## config.mk

```make
export PLATFORM = sky130hd
export DESIGN_NAME = sbcs_div
export DESIGN_NICKNAME = d
export VERILOG_FILES = /design/src/sbcs_pkg.sv /design/src/sbcs_div.sv
export SDC_FILE = /design/constraint.sdc
export NUM_CORES = 1
export LEC_CHECK = 0
export ABC_AREA = 1
export BUFFER_PORTS_ARGS = -buffer_cell sky130_fd_sc_hd__buf_2
export CORE_UTILIZATION = 40
export DETAILED_ROUTE_END_ITERATION = 6
export SYNTH_ARGS = -nofsm -noshare
export SYNTH_HDL_FRONTEND = slang
export SYNTH_SLANG_ARGS = --single-unit
```

## constraint.sdc

```tcl
create_clock -name clk -period 2.8 [get_ports clk]
set_clock_uncertainty 0.2 [all_clocks]
set_input_delay 0.28 -clock clk [delete_from_list [all_inputs] [get_ports clk]]
set_output_delay 0.28 -clock clk [all_outputs]
set_load 0.05 [all_outputs]
```

## src/sbcs_pkg.sv

```systemverilog
package sbcs_pkg;

  localparam int ENTRIES   = 64;
  localparam int FRAC_BITS = 16;
  localparam int IDX_W     = $clog2(ENTRIES);
  localparam int CNT_W     = $clog2(ENTRIES + 1);
  localparam int SLOT_W    = 6;
  localparam int COORD_W   = 32;
  localparam int SIZE_W    = 31;
  localparam int TIME_W    = 31;

  // Doubled-coordinate differences fit in 35 bits; shifted numerator in 35+FRAC_BITS.
  localparam int DIFF_W    = 36;
  localparam int NUM_W     = DIFF_W + FRAC_BITS;
  localparam int DEN_W     = 34;
  localparam int QUO_W     = NUM_W;
  localparam int DIST_W    = 65;

  localparam logic signed [QUO_W-1:0] TMAX = QUO_W'(64'sd2147483647);

  localparam logic ACT_LOAD  = 1'b0;
  localparam logic ACT_QUERY = 1'b1;

  localparam logic [1:0] NRM_NEG_X = 2'd0;
  localparam logic [1:0] NRM_POS_X = 2'd1;
  localparam logic [1:0] NRM_NEG_Y = 2'd2;
  localparam logic [1:0] NRM_POS_Y = 2'd3;

  typedef struct packed {
    logic                 action;
    logic [SLOT_W-1:0]    slot;
    logic                 entry_valid;
    logic                 exclude_self;
    logic signed [31:0]   pos_x;
    logic signed [31:0]   pos_y;
    logic [SIZE_W-1:0]    size_x;
    logic [SIZE_W-1:0]    size_y;
    logic signed [31:0]   vel_x;
    logic signed [31:0]   vel_y;
  } in_beat_t;

  typedef struct packed {
    logic                 hit;
    logic [SLOT_W-1:0]    hit_slot;
    logic [TIME_W-1:0]    hit_time;
    logic [1:0]           normal;
  } out_beat_t;

endpackage

```

## src/sbcs_div.sv

```systemverilog
module sbcs_div (
  input  logic                                clk,
  input  logic                                rst_n,
  input  logic                                start,
  input  logic signed [sbcs_pkg::NUM_W-1:0]   num,
  input  logic signed [sbcs_pkg::DEN_W-1:0]   den,
  output logic                                done,
  output logic signed [sbcs_pkg::QUO_W-1:0]   quo
);

  localparam int N = sbcs_pkg::NUM_W;
  localparam int D = sbcs_pkg::DEN_W;
  localparam int C_W = $clog2(N + 1);

  logic [N-1:0]   q_r, q_nxt;
  logic [D:0]     rem_r, rem_nxt;
  logic [D-1:0]   dmag_r, dmag_nxt;
  logic           neg_r, neg_nxt;
  logic [C_W-1:0] cnt_r, cnt_nxt;
  logic           busy_r, busy_nxt;
  logic           done_r, done_nxt;
  logic [D:0]     trial;
  logic [D:0]     shifted;

  always_comb begin
    q_nxt    = q_r;
    rem_nxt  = rem_r;
    dmag_nxt = dmag_r;
    neg_nxt  = neg_r;
    cnt_nxt  = cnt_r;
    busy_nxt = busy_r;
    done_nxt = 1'b0;
    shifted  = {rem_r[D-1:0], q_r[N-1]};
    trial    = shifted - {1'b0, dmag_r};
    if (start) begin
      q_nxt    = num[N-1] ? N'(-num) : N'(num);
      dmag_nxt = den[D-1] ? D'(-den) : D'(den);
      neg_nxt  = num[N-1] ^ den[D-1];
      rem_nxt  = '0;
      cnt_nxt  = C_W'(N);
      busy_nxt = 1'b1;
    end else if (busy_r) begin
      if (!trial[D]) begin
        rem_nxt = trial;
        q_nxt   = {q_r[N-2:0], 1'b1};
      end else begin
        rem_nxt = shifted;
        q_nxt   = {q_r[N-2:0], 1'b0};
      end
      cnt_nxt = cnt_r - C_W'(1);
      if (cnt_r == C_W'(1)) begin
        busy_nxt = 1'b0;
        done_nxt = 1'b1;
      end
    end
  end

  always_ff @(posedge clk) begin
    if (!rst_n) begin
      busy_r <= 1'b0;
      done_r <= 1'b0;
      cnt_r  <= '0;
    end else begin
      busy_r <= busy_nxt;
      done_r <= done_nxt;
      cnt_r  <= cnt_nxt;
    end
    q_r    <= q_nxt;
    rem_r  <= rem_nxt;
    dmag_r <= dmag_nxt;
    neg_r  <= neg_nxt;
  end

  assign done = done_r;
  assign quo  = neg_r ? -$signed(q_r) : $signed(q_r);

endmodule

```

==> results.json <==
{
  "insertion_delay_ns": 0.42,
  "globalplace.congestion": 0.970,
  "hold_path_class": "in -> reg",
  "clkTransAtPathRegs_ns": 0.06,
  "drv_cap": 0,
  "ys_seq_area_share_pct": 29.3,
  "nets": 2180,
  "place.port_buffers": 141,
  "globalRouteTotalUtil_pct": 25.6,
  "vias": 12287,
  "fin_crit_ns": 2.96,
  "finalSetupTns_ns": -2.23,
  "post_synth_most_frequent_cells": "nand2_1 (580), inv_1 (299), nor2_1 (187), nand3_1 (149), o21ai_0 (95)",
  "cp.required_ns": 2.32,
  "synthMostInstantiatedCell": "nand2_1",
  "drive_above_1_share_pct": 18.1,
  "syn_inst": 1852,
  "die_height_um": 174,
  "netlist_area_mm2": 0.0118,
  "synth_top_cell_by_area": "edfxtp_1",
  "fp.coreArea_mm2": 0.0289,
  "synth_flop_cell": "edfxtp_1",
  "period_share_pct": 106,
  "hold_violations": 0,
  "r2r-start": "q_r[51]",
  "drt-initial-drc-count": 815,
  "violations": "setup timing",
  "arrival_ns": 2.48,
  "synth_cell_types": 46,
  "syn_area_per_cell_um2": 6.36,
  "yosysWarningCount": 0,
  "die_width_um": 174,
  "dr.pass1.iters": 5,
  "critPathKind": "reg -> out",
  "place_area_mm2": 0.0132,
  "grt_max_degree": 53,
  "detail-route-antenna-nets": 0,
  "layout.cells.non_filler": 2449,
  "startpoint": "q_r[0]",
  "clockBufferDepth": 2,
  "path_max_fanout": 3,
  "via_per_inst": 5.02,
  "post-route-cell-area_mm2": 0.0147,
  "synth_edf_count": 87,
  "antenna_found_initial": 0,
  "yosys.area.top_type_share_pct": 22.2,
  "slew_viol_final": 0,
  "fillCellCount": 2953,
  "h-tree-depth": 4,
  "drt-total-wl_um": 39000,
  "route.detailed.drc": 0,
  "synth-seq-cells": 129,
  "startpoint_type": "flop",
  "fmax_mhz": 338,
  "tightest_slew_ns": 0.591,
  "wire_per_inst_um": 15.9,
  "endpoint_kind": "output pin",
  "clock-root-buffer": "clkbuf_16",
  "status": "finished with violations",
  "synthToLayoutAreaGrowth_pct": 25.0,
  "numCtsBuffers": 17,
  "rsz0062_at_grt": "true",
  "rows": 62,
  "vdd_drop_max_v": 0.000376,
  "synth_nets": 1981,
  "async_flop_share_pct": 0,
  "grt_pass1_wl_um": 60700,
  "powerDensity_mw_per_mm2": 477,
  "cts.sinks": 129,
  "dieArea_mm2": 0.0301,
  "grt.overflow.total": 0,
  "holdWs_ns": 0.0186,
  "leakagePower_nw": 7.22,
  "dp_cells": 2377,
  "min-delay-start": "den[32]",
  "dp_slack_ns": -0.0986,
  "cts_tree": "done",
  "initial_core_util_pct": 40.8,
  "grt_pass1_vias": 11888,
  "ys_top_cells_by_area": "edfxtp_1 (22%), nand2_1 (18%), inv_1 (9.5%)",
  "setup_viol": 28,
  "boundaryPins": 142,
  "hpwl_um": 30900,
  "fin_ws_ns": -0.155,
  "slew_headroom_pct": 60.5
}
[final cells by class]
cell class                      count  area (um^2)  share of cell area, %
Multi-Input combinational cell   1379         7420                   50.4
Sequential cell                   129         3450                   23.5
Timing Repair Buffer              222         1650                   11.2
Inverter                          302         1130                   7.70
Tap cell                          384          480                   3.26
Clock buffer                       18          429                   2.91
Clock inverter                     14          156                   1.06
Antenna cell                        1         2.50                 0.0170
[final timing paths]
kind | to | slack, ns | depth (start not counted)
min | dmag_r[32] | 0.02 | 3
min reg2reg | cnt_r[5] | 0.27 | 2
max | quo[42] | -0.16 | 11
max reg2reg | rem_r[13] | 0.21 | 15
[critical path, stage by stage (launching register included)]
cell and delay, ns:
edfxtp_1 0.43, inv_2 0.12, ha_4 0.15, nand3_4 0.09, nor2_4 0.12, nand2_2 0.08, nor2_4 0.09, nand3b_1 0.14
o31ai_4 0.36, nand2_1 0.14, xor2_2 0.16, buf_6 0.18
[cell families (layout without fill, tap and decap cells)]
| logic type | after synthesis | count (layout) | synth area share, % |
|---|---|---|---|
| compound gates | 169 | 169 | 7.81 |
| xor+xnor | 124 | 124 | 9.22 |
| fa+ha+maj | 40 | 40 | 4.31 |
| buf+inv | 344 | 556 | 11.5 |
| flops | 129 | 129 | 29.3 |
| other cells | 0 | 1 | 0 |
| simple gates | 1046 | 1046 | 37.8 |
[flip-flops by register name (all words and copies together) (netlist names)]
register and count:
neg_r 1, cnt_r 6, done 1, q_r 52
rem_r 34, dmag_r 34, busy_r 1
[where the power goes]
group	switching [mW]	internal, mW
clock	0.941	1.32
sequential	0.114	2.23
combinational	1.66	0.766
[stage by stage]
step	util, %	power [mW]
floorplan	-	3.80
global placement	45.7	4.47
detailed placement	45.7	4.47
CTS	50.0	6.96
global route	51.0	7.32
finish	51.0	7.03
[routing by layer]
layer	up-vias	GRT usage (%)	part of all wire (%)	wire, um
li1	6270	-	-	-
met3	85	3.95	4.7	1830
met4	0	12.1	4.3	1660
met2	357	45.4	49	19200
met1	5575	30.2	42	16300
met5	-	0	0	0
[cell usage in the layout (no fill, tap or decap), types with 4 or more instances in the layout]
cell type,n
nor3_1,30
nand2_4,4
inv_2,10
clkbuf_16,17
inv_1,291
inv_6,4
xnor2_1,31
nor2_2,22
nor3_2,4
dlygate4sd3_1,8
edfxtp_1,87
buf_4,75
nand2_2,30
o21bai_1,5
buf_2,102
nor4_1,13
dfxtp_1,42
o21ai_1,5
a31oi_1,10
ha_1,38
clkinvlp_4,7
o21ai_0,91
nand2_1,562
nand4_1,34
buf_6,27
nand3b_1,8
nor2_4,6
nand3_1,143
nor2_1,167
o21ai_2,6
xor2_1,71
nand3_2,7
a21oi_1,41
buf_12,9
xor2_2,20
[timing repair]
item	CTS	global route
buffers inserted	18	13
pin swaps	23	16
setup endpoints to repair	35	77
resized for setup	121	53
endpoints found under the hold margin	13	0
hold buffers	8	0
Note: power is estimated with default switching activity, not from simulation.
